$ cat config.mk
export PLATFORM = sky130hd
export DESIGN_NAME = pvu_ctrl
export DESIGN_NICKNAME = d
export VERILOG_FILES = /design/src/rtl/pvu_pkg.sv /design/src/rtl/pvu_ctrl.sv
export SDC_FILE = /design/constraint.sdc
export NUM_CORES = 1
export LEC_CHECK = 0
export CAP_MARGIN = 20
export CORE_ASPECT_RATIO = 1.5
export CORE_UTILIZATION = 45
export CTS_CLUSTER_SIZE = 14
export DETAILED_ROUTE_END_ITERATION = 16
export DONT_BUFFER_PORTS = 1
export PLACE_DENSITY = 0.66
export SETUP_SLACK_MARGIN = 0.05
export SYNTH_ARGS = -nofsm -noshare
export SYNTH_HDL_FRONTEND = slang
export SYNTH_SLANG_ARGS = --single-unit
$ cat constraint.sdc
create_clock -name clk -period 2.8 [get_ports clk]
set_clock_uncertainty 0.05 [all_clocks]
set_input_delay 0.28 -clock clk [delete_from_list [all_inputs] [get_ports clk]]
set_output_delay 0.28 -clock clk [all_outputs]
set_load 0.005 [all_outputs]
$ cat src/rtl/pvu_pkg.sv
// Shared types and codes for the particle velocity update block.
// Used by the controller, the datapath and the top level; no dependencies.
`default_nettype none
package pvu_pkg;

	localparam int FRAC_BITS_DEF = 16;

	// input command codes
	localparam logic [1:0] CMD_SET_POS = 2'd0;
	localparam logic [1:0] CMD_SET_VEL = 2'd1;
	localparam logic [1:0] CMD_ADD_ACC = 2'd2;
	localparam logic [1:0] CMD_STEP    = 2'd3;

	// datapath operation codes
	localparam logic [5:0] OP_NOP       = 6'd0;
	localparam logic [5:0] OP_LOAD_POS  = 6'd1;
	localparam logic [5:0] OP_LOAD_VEL  = 6'd2;
	localparam logic [5:0] OP_ADD_ACC   = 6'd3;
	localparam logic [5:0] OP_LATCH     = 6'd4;
	localparam logic [5:0] OP_DIFF      = 6'd5;
	localparam logic [5:0] OP_MUL_SQ_D  = 6'd6;
	localparam logic [5:0] OP_MUL_SQ_V  = 6'd7;
	localparam logic [5:0] OP_ACC_LSQ   = 6'd8;
	localparam logic [5:0] OP_SQRT      = 6'd9;
	localparam logic [5:0] OP_MUL_PULL  = 6'd10;
	localparam logic [5:0] OP_PULL_M    = 6'd11;
	localparam logic [5:0] OP_MUL_DM    = 6'd12;
	localparam logic [5:0] OP_DIV       = 6'd13;
	localparam logic [5:0] OP_PULL_UPD  = 6'd14;
	localparam logic [5:0] OP_TGT_MUL   = 6'd15;
	localparam logic [5:0] OP_TGT       = 6'd16;
	localparam logic [5:0] OP_CROWD_MUL = 6'd17;
	localparam logic [5:0] OP_CROWD     = 6'd18;
	localparam logic [5:0] OP_FEAR_MUL  = 6'd19;
	localparam logic [5:0] OP_FEAR      = 6'd20;
	localparam logic [5:0] OP_ACCEL     = 6'd21;
	localparam logic [5:0] OP_MAXS      = 6'd22;
	localparam logic [5:0] OP_MUL_MAX   = 6'd23;
	localparam logic [5:0] OP_CMP_MAX   = 6'd24;
	localparam logic [5:0] OP_MUL_MIN   = 6'd25;
	localparam logic [5:0] OP_CMP_MIN   = 6'd26;
	localparam logic [5:0] OP_SEL_TGT   = 6'd27;
	localparam logic [5:0] OP_ZERO_VEL  = 6'd28;
	localparam logic [5:0] OP_MUL_VT    = 6'd29;
	localparam logic [5:0] OP_SET_VEL   = 6'd30;
	localparam logic [5:0] OP_MUL_FV    = 6'd31;
	localparam logic [5:0] OP_VEL_MULQ  = 6'd32;
	localparam logic [5:0] OP_MOVE      = 6'd33;
	localparam logic [5:0] OP_MUL_DEC   = 6'd34;
	localparam logic [5:0] OP_FINISH    = 6'd35;

	typedef struct packed {
		logic [5:0] op;
		logic [1:0] idx;
	} pvu_cmd_t;

	typedef struct packed {
		logic pull;
		logic sqrt_done;
		logic div_done;
		logic root_gt;
		logic root_zero;
		logic gt_max;
		logic lt_min;
		logic out_full;
	} pvu_sts_t;

	typedef struct packed {
		logic [30:0]        max_speed;
		logic [30:0]        min_speed;
		logic [16:0]        decay;
		logic [30:0]        pull_radius;
		logic [16:0]        pull_gain;
		logic signed [31:0] center_x;
		logic signed [31:0] center_y;
		logic signed [31:0] center_z;
	} pvu_cfg_t;

endpackage
`default_nettype wire

$ cat src/rtl/pvu_ctrl.sv
// Particle update sequencer: issues at most one datapath operation per cycle
// Depends on pvu_pkg; drives pvu_dp.
`default_nettype none
module pvu_ctrl (
	input  wire logic              clk,
	input  wire logic              arst_n,
	input  wire logic              in_valid,
	input  wire logic [1:0]        cmd_in,
	input  wire logic              out_stall,
	input  wire pvu_pkg::pvu_sts_t sts,
	output pvu_pkg::pvu_cmd_t      cmd,
	output logic                   busy
);
	import pvu_pkg::*;

	localparam logic [5:0] S_IDLE  = 6'd0;
	localparam logic [5:0] S_PDIFF = 6'd1;
	localparam logic [5:0] S_PSQ   = 6'd2;
	localparam logic [5:0] S_PACC  = 6'd3;
	localparam logic [5:0] S_PSQRT = 6'd4;
	localparam logic [5:0] S_PSQW  = 6'd5;
	localparam logic [5:0] S_PTEST = 6'd6;
	localparam logic [5:0] S_PM    = 6'd7;
	localparam logic [5:0] S_PDM   = 6'd8;
	localparam logic [5:0] S_PDIV  = 6'd9;
	localparam logic [5:0] S_PDIVW = 6'd10;
	localparam logic [5:0] S_PUPD  = 6'd11;
	localparam logic [5:0] S_TGTM  = 6'd12;
	localparam logic [5:0] S_TGT   = 6'd13;
	localparam logic [5:0] S_CRM   = 6'd14;
	localparam logic [5:0] S_CR    = 6'd15;
	localparam logic [5:0] S_FM    = 6'd16;
	localparam logic [5:0] S_FR    = 6'd17;
	localparam logic [5:0] S_ACCEL = 6'd18;
	localparam logic [5:0] S_VSQ   = 6'd19;
	localparam logic [5:0] S_VACC  = 6'd20;
	localparam logic [5:0] S_MAXS  = 6'd21;
	localparam logic [5:0] S_MXM   = 6'd22;
	localparam logic [5:0] S_MXC   = 6'd23;
	localparam logic [5:0] S_MNM   = 6'd24;
	localparam logic [5:0] S_MNC   = 6'd25;
	localparam logic [5:0] S_SEL   = 6'd26;
	localparam logic [5:0] S_SQRT  = 6'd27;
	localparam logic [5:0] S_SQW   = 6'd28;
	localparam logic [5:0] S_ZCHK  = 6'd29;
	localparam logic [5:0] S_VTM   = 6'd30;
	localparam logic [5:0] S_VDIV  = 6'd31;
	localparam logic [5:0] S_VDIVW = 6'd32;
	localparam logic [5:0] S_VSET  = 6'd33;
	localparam logic [5:0] S_FVM   = 6'd34;
	localparam logic [5:0] S_FVQ   = 6'd35;
	localparam logic [5:0] S_MOVE  = 6'd36;
	localparam logic [5:0] S_DM    = 6'd37;
	localparam logic [5:0] S_DQ    = 6'd38;
	localparam logic [5:0] S_FIN   = 6'd39;

	logic [5:0] state_q;
	logic [5:0] state_d;
	logic [1:0] idx_q;
	logic [1:0] idx_d;
	logic       last;

	assign last = idx_q == 2'd2;

	always_comb begin
		state_d = state_q;
		idx_d   = idx_q;
		cmd.op  = OP_NOP;
		cmd.idx = idx_q;
		case (state_q)
			S_IDLE: begin
				if (in_valid) begin
					case (cmd_in)
						CMD_SET_POS: cmd.op = OP_LOAD_POS;
						CMD_SET_VEL: cmd.op = OP_LOAD_VEL;
						CMD_ADD_ACC: cmd.op = OP_ADD_ACC;
						CMD_STEP: begin
							cmd.op  = OP_LATCH;
							state_d = S_PDIFF;
						end
						default: cmd.op = OP_NOP;
					endcase
				end
			end
			S_PDIFF: begin
				idx_d = 2'd0;
				if (sts.pull) begin
					cmd.op  = OP_DIFF;
					state_d = S_PSQ;
				end else begin
					state_d = S_TGTM;
				end
			end
			S_PSQ: begin
				cmd.op  = OP_MUL_SQ_D;
				state_d = S_PACC;
			end
			S_PACC: begin
				cmd.op  = OP_ACC_LSQ;
				idx_d   = idx_q + 2'd1;
				state_d = last ? S_PSQRT : S_PSQ;
			end
			S_PSQRT: begin
				cmd.op  = OP_SQRT;
				state_d = S_PSQW;
			end
			S_PSQW: if (sts.sqrt_done) state_d = S_PTEST;
			S_PTEST: begin
				cmd.op  = OP_MUL_PULL;
				idx_d   = 2'd0;
				state_d = sts.root_gt ? S_PM : S_TGTM;
			end
			S_PM: begin
				cmd.op  = OP_PULL_M;
				state_d = S_PDM;
			end
			S_PDM: begin
				cmd.op  = OP_MUL_DM;
				state_d = S_PDIV;
			end
			S_PDIV: begin
				cmd.op  = OP_DIV;
				state_d = S_PDIVW;
			end
			S_PDIVW: if (sts.div_done) state_d = S_PUPD;
			S_PUPD: begin
				cmd.op  = OP_PULL_UPD;
				idx_d   = idx_q + 2'd1;
				state_d = last ? S_TGTM : S_PDM;
			end
			S_TGTM: begin
				cmd.op  = OP_TGT_MUL;
				state_d = S_TGT;
			end
			S_TGT: begin
				cmd.op  = OP_TGT;
				state_d = S_CRM;
			end
			S_CRM: begin
				cmd.op  = OP_CROWD_MUL;
				state_d = S_CR;
			end
			S_CR: begin
				cmd.op  = OP_CROWD;
				state_d = S_FM;
			end
			S_FM: begin
				cmd.op  = OP_FEAR_MUL;
				state_d = S_FR;
			end
			S_FR: begin
				cmd.op  = OP_FEAR;
				state_d = S_ACCEL;
			end
			S_ACCEL: begin
				cmd.op  = OP_ACCEL;
				idx_d   = 2'd0;
				state_d = S_VSQ;
			end
			S_VSQ: begin
				cmd.op  = OP_MUL_SQ_V;
				state_d = S_VACC;
			end
			S_VACC: begin
				cmd.op  = OP_ACC_LSQ;
				idx_d   = idx_q + 2'd1;
				state_d = last ? S_MAXS : S_VSQ;
			end
			S_MAXS: begin
				cmd.op  = OP_MAXS;
				state_d = S_MXM;
			end
			S_MXM: begin
				cmd.op  = OP_MUL_MAX;
				state_d = S_MXC;
			end
			S_MXC: begin
				cmd.op  = OP_CMP_MAX;
				state_d = S_MNM;
			end
			S_MNM: begin
				cmd.op  = OP_MUL_MIN;
				state_d = S_MNC;
			end
			S_MNC: begin
				cmd.op  = OP_CMP_MIN;
				state_d = S_SEL;
			end
			S_SEL: begin
				cmd.op  = OP_SEL_TGT;
				idx_d   = 2'd0;
				state_d = (sts.gt_max || sts.lt_min) ? S_SQRT : S_FVM;
			end
			S_SQRT: begin
				cmd.op  = OP_SQRT;
				state_d = S_SQW;
			end
			S_SQW: if (sts.sqrt_done) state_d = S_ZCHK;
			S_ZCHK: begin
				// a zero vector normalizes to zero
				idx_d = 2'd0;
				if (sts.root_zero) begin
					cmd.op  = OP_ZERO_VEL;
					state_d = S_FVM;
				end else begin
					state_d = S_VTM;
				end
			end
			S_VTM: begin
				cmd.op  = OP_MUL_VT;
				state_d = S_VDIV;
			end
			S_VDIV: begin
				cmd.op  = OP_DIV;
				state_d = S_VDIVW;
			end
			S_VDIVW: if (sts.div_done) state_d = S_VSET;
			S_VSET: begin
				cmd.op  = OP_SET_VEL;
				idx_d   = last ? 2'd0 : idx_q + 2'd1;
				state_d = last ? S_FVM : S_VTM;
			end
			S_FVM: begin
				cmd.op  = OP_MUL_FV;
				state_d = S_FVQ;
			end
			S_FVQ: begin
				cmd.op  = OP_VEL_MULQ;
				idx_d   = last ? 2'd0 : idx_q + 2'd1;
				state_d = last ? S_MOVE : S_FVM;
			end
			S_MOVE: begin
				cmd.op  = OP_MOVE;
				state_d = S_DM;
			end
			S_DM: begin
				cmd.op  = OP_MUL_DEC;
				state_d = S_DQ;
			end
			S_DQ: begin
				cmd.op  = OP_VEL_MULQ;
				idx_d   = idx_q + 2'd1;
				state_d = last ? S_FIN : S_DM;
			end
			S_FIN: begin
				// hold until the output register frees up
				if (!sts.out_full || !out_stall) begin
					cmd.op  = OP_FINISH;
					state_d = S_IDLE;
				end
			end
			default: state_d = S_IDLE;
		endcase
	end

	always_ff @(posedge clk or negedge arst_n) begin
		if (!arst_n) begin
			state_q <= S_IDLE;
			idx_q   <= '0;
		end else begin
			state_q <= state_d;
			idx_q   <= idx_d;
		end
	end

	assign busy = state_q != S_IDLE;
endmodule
`default_nettype wire
==> impl_metrics.ini, run 1 <==
[hold_path]
hold_class = primary input to flop

[timing]
fmaxAchievable_mhz = 399
grt_setup_unrepaired = false
period_share = 0.896
slew_violations = 0
fin_crit_ns = 2.51
tns_ns = 0
timing.final.hold_violations = 0
setup-violations-final = 0
relSlewSlack = 0.445
fin_ws_ns = 0.292
tightestPinTransition_ns = 0.833

[worst_setup_path]
critPathLaunchType = flop
crit_chain = nor2b_1 -> o2bb2ai_1 -> a21oi_1 -> o211ai_1 -> a211o_1
critPathKind = flop to primary output
cp.required_ns = 2.47
crit_family = flip-flops
cp_slowest_cell = dfrtp_1
crit_buf_inv = 0
cp-end-kind = primary output
worst_path_largest_cell_delay_ns = 0.88
crit_fanout = 23
arrival_ns = 2.18

[status]
status = complete, no violations

[cts]
post_cts_resized = 0
clkLatencyLatePin_ns = 0.24
cts.sinks = 8
clkSlewWorstSetupHoldPaths_ns = 0.04
cts_buffers = 3
htreeDepth = 1
cts_tree = yes
cts_root_buf = clkbuf_8
cts.path.max_buffers = 2

[global_route]
met1_usage = 0.340
grt_pass1_wl_um = 7890
grt_max_degree = 24
grt.busiest_layer = met2
track_usage = 0.293
overflow = 0
grtUsageMet2 = 0.505
antenna_found_initial = 0
met3_usage = 0.0419
first_global_vias = 1545

[synthesis]
async_reset_ff_frac = 1.00
avgSynthCellArea_sq_um = 6.98
netlist_instances = 212
ys_seq_area_frac = 0.135
ys_seq_elements = 8
synth_ff_type = dfrtp_1
synth.distinct_cells = 60
synth_edf_count = 0
synth_top_cell_area_share = 0.135
synth_top_area_cell = dfrtp_1
synth.area.top_cells = dfrtp_1 14%, a21oi_1 6.4%, nand2_1 4.3%, buf_2 4.1%, nor2_1 3.8%
netlist_area_sq_um = 1480
synth_warnings = 0
syn_nets = 230

[power_and_ir_drop]
max-vdd-ir-drop_mv = 0.594
p_int_mw = 0.834
p_clk_frac = 0.077
combPwrFrac = 0.738
switching_share = 0.552
leakagePower_nw = 0.610
p_sw_mw = 1.03
seq_power_share = 0.186
p_per_area_nw_per_um2 = 1190
p_total_mw = 1.86

[final_layout]
antenna_cells = 0
area_growth_pct = 5.92
drive_gt1_frac = 0.115
finalNonFillerCells = 248
nets = 228
fillCellCount = 318

[drt]
num_vias = 1713
detail_route.wl_per_cell_um = 20.1
drtPass1Iterations = 5
drt_iter0_markers = 149
via_per_inst = 6.91
ant_nets = 0
drt-total-wl_um = 4970
drc = 0

[die]
dieArea_sq_um = 3530
die_width_um = 48.8
rows = 25
fp.dieH_um = 72.2
start_util = 0.473
ioPinCount = 23
coreArea_sq_um = 3130

[placed_design]
pre_cts_ws_ns = 0.444
port_buffers = 0
place.detailed.hpwl_um = 3720
dp_cells = 244
place_congestion = 1.03

[job]
drv_cap = 0
## Yosys cell counts, drive strengths merged, types with 3 or more instances
cell type  count
mux2i          3
nor2          15
nor2b          8
nor3           8
a31oi          5
buf           17
nand2b         6
o22ai          3
a211oi         4
clkbuf         3
dfrtp          8
o211ai         5
a32oi          3
mux2           3
xor2           3
a21oi         19
o2111ai        5
nand2         18
nand3          8
ha             4
o21ai         14
and3           3
inv           11
## layout by cell type (no fill, tap or decap), types with 2 or more instances in the layout
cell type	count
a211oi_1	4
a21o_1	2
a21oi_1	19
a22o_1	2
a31oi_1	5
a32oi_1	3
and2_1	2
and3_1	3
buf_4	11
clkbuf_8	3
dfrtp_1	8
ha_1	4
inv_1	10
mux2i_1	3
nand2_1	17
nand2b_1	6
nand3_1	8
nand3b_1	2
nand4_1	2
nor2_1	15
nor2b_1	8
nor3_1	8
nor4_1	2
o2111ai_1	5
o211ai_1	5
o21ai_0	10
o21ai_1	4
o22ai_1	3
or3b_1	2
xor2_1	3
## flip-flops by register name (all words and copies together) (netlist names)
register	flops
idx_q	2
state_q	6
## per-stage QoR
| stage | area [sq um] | hold slack [ns] | util |
|---|---|---|---|
| finish | 1570 | 0.159 | 0.501 |
| CTS | 1570 | 0.160 | 0.501 |
| global route | 1570 | 0.168 | 0.501 |
| global placement | 1520 | -0.0654 | 0.485 |
| detailed placement | 1520 | -0.0654 | 0.485 |
| floorplan | 1480 | -0.0656 | - |
## cell families after synthesis
kind of cell	synth area share
muxes	0.0456
AOI/OAI and AO/OA	0.354
buffers and inverters	0.109
xor gates and xnor gates	0.0287
adders and majority gates	0.0338
and+or+nand+nor	0.293
DFF	0.135
## what timing repair did
action / 4_1_cts / 5_1_grt
hold endpoints to repair: 8 / 0
setup buffers: 0 / 0
hold buffers: 1 / 0
## final timing paths
path / slack (ns) / cells past startpoint / startpoint / to
worst max-delay path: 0.29 / 5 / state_q[1] / cmd[4]
max in group asynchronous: 2.07 / 1 / arst_n / state_q[2]
min in group asynchronous: 0.35 / 1 / arst_n / state_q[0]
worst min register to register: 0.59 / 1 / idx_q[1] / idx_q[1]
worst min-delay path: 0.16 / 1 / sts[4] / state_q[3]
worst max register to register: 0.35 / 5 / state_q[1] / idx_q[1]
## final cells by class
type,instances,area (sq um),area share
sequential,8,200,0.128
timing repair buffer,13,113,0.0718
tap,40,50.0,0.0319
clock buffer,3,41.3,0.0263
inverter,12,45.0,0.0287
multi-input combinational,172,1120,0.713
## routing by layer
metal  wire length [um]  up-vias
met3                510       21
met2               2460      110
met5                  0        -
met4                195        0
li1                   -      784
met1               1810      798
## power groups by stage
stage,clock [mW],combinational (mW),sequential [mW]
4_1_cts,0.145,1.34,0.338
2_1_floorplan,0,1.17,0.196
5_1_grt,0.150,1.49,0.356
3_3_place_gp,0,1.32,0.334
3_5_place_dp,0,1.33,0.341
6_report,0.143,1.37,0.345
No activity file was read; power rests on OpenSTA's default activity.
==> inputs of run 2 (changes only) <==
Settings changed: BUFFER_PORTS_ARGS from default to -buffer_cell sky130_fd_sc_hd__buf_2, DONT_BUFFER_PORTS 1 to default, PLACE_DENSITY 0.66 to 0.72.
Clock period 2.8 ns to 3 ns, I/O delays scaled along.
==> impl_metrics.ini, run 2 (same netlist as run 1, synthesis figures left out) <==
[timing]
fin_crit_ns = 2.85
slew_violations = 0
tns_ns = 0
tightestPinTransition_ns = 0.764
fmaxAchievable_mhz = 350
relSlewSlack = 0.491
setup-violations-final = 0
period_share = 0.952
timing.final.hold_violations = 0
grt_setup_unrepaired = false

[worst_setup_path]
reg2reg_to = state_q[1]
cp.required_ns = 2.65
critPathKind = flop to primary output
arrival_ns = 2.50
r2r-start = state_q[4]
rrSetupSlack_ns = 0.54
cp-end-kind = primary output
ff2ff_path_depth = 6
critPathLaunchType = flop
crit_fanout = 23

[die]
rows = 25
coreArea_sq_um = 3130
dieArea_sq_um = 3530
fp.dieH_um = 72.2
die_width_um = 48.8
start_util = 0.473
ioPinCount = 23

[hold_path]
hold_class = primary input to flop
worstHoldStart = sts[4]
holdPathEnd = state_q[3]
hold_path_depth = 2

[global_route]
first_global_vias = 1603
antenna_found_initial = 0
grt_max_degree = 24
overflow = 0
grt_pass1_wl_um = 7700
track_usage = 0.285

[final_layout]
largest_reg_flops = 6
largestRegisters = state_q: 6 flops, idx_q: 2 flops
most-common-layout-cells = 22 x buf_2, 19 x a21oi_1, 17 x nand2_1
final_common_cell = buf_2
layout.core_utilization = 0.535
postLayoutCellArea_sq_um = 1670
nets = 251
drive_gt1_frac = 0.203
regMostFlops = state_q
antenna_cells = 0
fillCellCount = 326
area_growth_pct = 13.0

[drt]
drt_iter0_markers = 141
detail_route.wl_per_cell_um = 17.9
drt-total-wl_um = 4850
num_vias = 1808
drc = 0
via_per_inst = 6.67
drtPass1Iterations = 5
ant_nets = 0

[cts]
clkSlewWorstSetupHoldPaths_ns = 0.04
cts_tree = yes
cts.path.max_buffers = 2
post_cts_resized = 0
cts_buffers = 3
cts_root_buf = clkbuf_8
htreeDepth = 1
cts.sinks = 8
clkLatencyLatePin_ns = 0.22

[placed_design]
place_congestion = 0.986
place.detailed.hpwl_um = 3710
placed_cell_area_sq_um = 1620
port_buffers = 22

[status]
status = complete, no violations

[power_and_ir_drop]
p_total_mw = 1.80
leakagePower_nw = 0.701
max-vdd-ir-drop_mv = 0.495
p_per_area_nw_per_um2 = 1080

[job]
drv_cap = 0
==> run 2: cell types whose count changed in the layout (fill, tap and decap cells not counted), sizes merged <==
cell | previous run | this run
buf | 12 | 35
==> run 2: per-layer routing <==
layer	track usage	part of all wire
met1	0.329	0.38
met2	0.498	0.49
met3	0.0168	0.058
met4	0.196	0.073
met5	0	0
==> run 2: worst max-delay path, cell delays in order, from the launching register on <==
cell and delay, ns:
dfrtp_1 0.66, buf_4 0.31, nor4_1 0.37, and2_1 0.26, inv_1 0.07, o21ai_0 0.29, a211o_1 0.19, buf_2 0.12
==> run 2: power by group <==
group / total (mW) / internal, mW / switching (mW)
clock: 0.128 / 0.0869 / 0.0413
sequential: 0.324 / 0.148 / 0.176
combinational: 1.35 / 0.596 / 0.757
==> run 2: worst max path at each step <==
stage               slack [ns]         end        from
finish                    0.15      cmd[4]  state_q[4]
global route              0.10      cmd[4]  state_q[4]
CTS                       0.21      cmd[4]  state_q[4]
detailed placement        0.46      cmd[4]  state_q[4]
global placement          0.49      cmd[4]  state_q[4]
floorplan                 1.06  state_q[0]  state_q[3]
==> run 2: layout make-up <==
class,count,area [sq um],share of cell area
multi-input cells,172,1120,0.669
repair buffers,36,218,0.130
flip-flops and latches,8,200,0.120
well taps,40,50.0,0.0299
inverters,12,45.0,0.0269
clock buffers,3,41.3,0.0247
==> run 2: per-stage QoR <==
step | instances | hold slack, ns | setup slack [ns]
floorplan | 212 | -0.0456 | 1.06
global placement | 267 | 0.0969 | 0.489
detailed placement | 267 | 0.102 | 0.455
CTS | 271 | 0.314 | 0.208
global route | 271 | 0.333 | 0.102
finish | 271 | 0.322 | 0.145
==> run 2: timing repair <==
action	in CTS	in global routing
hold buffers	1	0
endpoints found under the hold margin	8	0
buffers inserted	0	0
==> inputs of run 3 (changes only) <==
Settings changed: BUFFER_PORTS_ARGS -buffer_cell sky130_fd_sc_hd__buf_2 to -buffer_cell sky130_fd_sc_hd__buf_4, SLEW_MARGIN from default to 15.
==> impl_metrics.ini, run 3 (same netlist as run 1, synthesis figures left out) <==
[worst_setup_path]
cp_slowest_cell = dfrtp_1
critPathKind = flop to primary output
r2r-start = state_q[1]
crit_chain = nor2b_1 -> a31oi_1 -> nor2_1 -> a21oi_1 -> o41ai_1 -> buf_4
crit_fanout = 19
crit_family = simple AND/OR/NAND/NOR gates
ff2ff_path_depth = 6
reg2reg_to = state_q[0]
cp.required_ns = 2.65
cp.depth = 6
critPathLaunchType = flop
worstSetupStartpoint = state_q[0]
worst_path_largest_cell_delay_ns = 0.77
cp-end-kind = primary output
rrSetupSlack_ns = 0.56
crit_path_end = cmd[6]
arrival_ns = 2.39
crit_buf_inv = 1

[global_route]
first_global_vias = 1646
met3_usage = 0.0189
grtUsageMet2 = 0.471
antenna_found_initial = 0
track_usage = 0.292
grt_max_degree = 26
met1_usage = 0.359
overflow = 0
grt.busiest_layer = met2
grt_pass1_wl_um = 7980

[cts]
ctsHoldBuffers = 1
clkSlewWorstSetupHoldPaths_ns = 0.05
post_cts_resized = 0
cts_buffers = 3
cts_tree = yes
cts.sinks = 8
cts_root_buf = clkbuf_8
cts_setup_buffers = 0
clkLatencyLatePin_ns = 0.24
cts.path.max_buffers = 2
htreeDepth = 1

[final_layout]
largestRegisters = state_q: 6 flops, idx_q: 2 flops
antenna_cells = 0
final_common_cell = buf_4
drive_gt1_frac = 0.197
largest_reg_flops = 6
fillCellCount = 326
nets = 249
most-common-layout-cells = 33 x buf_4, 19 x a21oi_1, 17 x nand2_1
area_growth_pct = 15.7
regMostFlops = state_q
finalNonFillerCells = 269

[timing]
period_share = 0.912
tightestPinTransition_ns = 0.847
fin_crit_ns = 2.74
fin_ws_ns = 0.264
hold_slack_ns = 0.341
relSlewSlack = 0.436
timing.final.hold_violations = 0
fmaxAchievable_mhz = 366
grt_setup_unrepaired = false
tns_ns = 0
slew_violations = 0
setup-violations-final = 0

[die]
fp.dieH_um = 72.2
coreArea_sq_um = 3130
die_width_um = 48.8
start_util = 0.473
ioPinCount = 23
dieArea_sq_um = 3530
rows = 25

[hold_path]
hold_class = primary input to flop
worstHoldStart = sts[4]
hold_path_depth = 2

[drt]
drtPass1Iterations = 5
via_per_inst = 6.65
num_vias = 1790
ant_nets = 0
drt_iter0_markers = 121
detail_route.wl_per_cell_um = 18.2
drc = 0
drt-total-wl_um = 4910

[power_and_ir_drop]
leakagePower_nw = 0.708
p_total_mw = 1.85
max-vdd-ir-drop_mv = 0.460
p_per_area_nw_per_um2 = 1080

[status]
status = complete, no violations

[placed_design]
place_congestion = 0.945
pre_cts_ws_ns = 0.607
dp_cells = 265
port_buffers = 22
place.detailed.hpwl_um = 3650

[job]
drv_cap = 0
[run 3: final cells by class]
cell class | count | area [sq um] | share of cell area
tap | 40 | 50.0 | 0.0292
multi-input combinational | 172 | 1120 | 0.653
inverter | 12 | 45.0 | 0.0263
sequential | 8 | 200 | 0.117
clock buffer | 3 | 41.3 | 0.0241
timing repair buffer | 34 | 258 | 0.150
[run 3: worst min path at each step]
stage                       to  slack, ns
CTS                 state_q[3]       0.33
detailed placement  state_q[3]       0.08
global placement    state_q[1]       0.07
floorplan             idx_q[0]      -0.05
global route        state_q[3]       0.35
finish              state_q[3]       0.34
[run 3: metal layers]
metal	up-vias	wire length, um
met4	0	343
met2	110	2360
li1	825	-
met3	33	353
met5	-	0
met1	822	1850
[run 3: power by group]
part | switching [mW] | total (mW) | internal, mW
Combinational | 0.739 | 1.36 | 0.625
Sequential | 0.198 | 0.346 | 0.148
Clock | 0.0488 | 0.136 | 0.0875
Total | 0.986 | 1.85 | 0.860
[run 3: stage by stage]
stage          instance area [sq um]  utilization
2_1_floorplan                   1480            -
6_report                        1710        0.548
4_1_cts                         1710        0.548
5_1_grt                         1710        0.548
3_5_place_dp                    1660        0.531
3_3_place_gp                    1660        0.531
[run 3: worst register-to-register path, stage by stage, from the launching register on]
cell	delay, ns
dfrtp_1	0.78
buf_4	0.29
nand2b_1	0.24
a2111oi_2	0.06
a41o_1	0.23
a221o_2	0.35
mux2_1	0.32
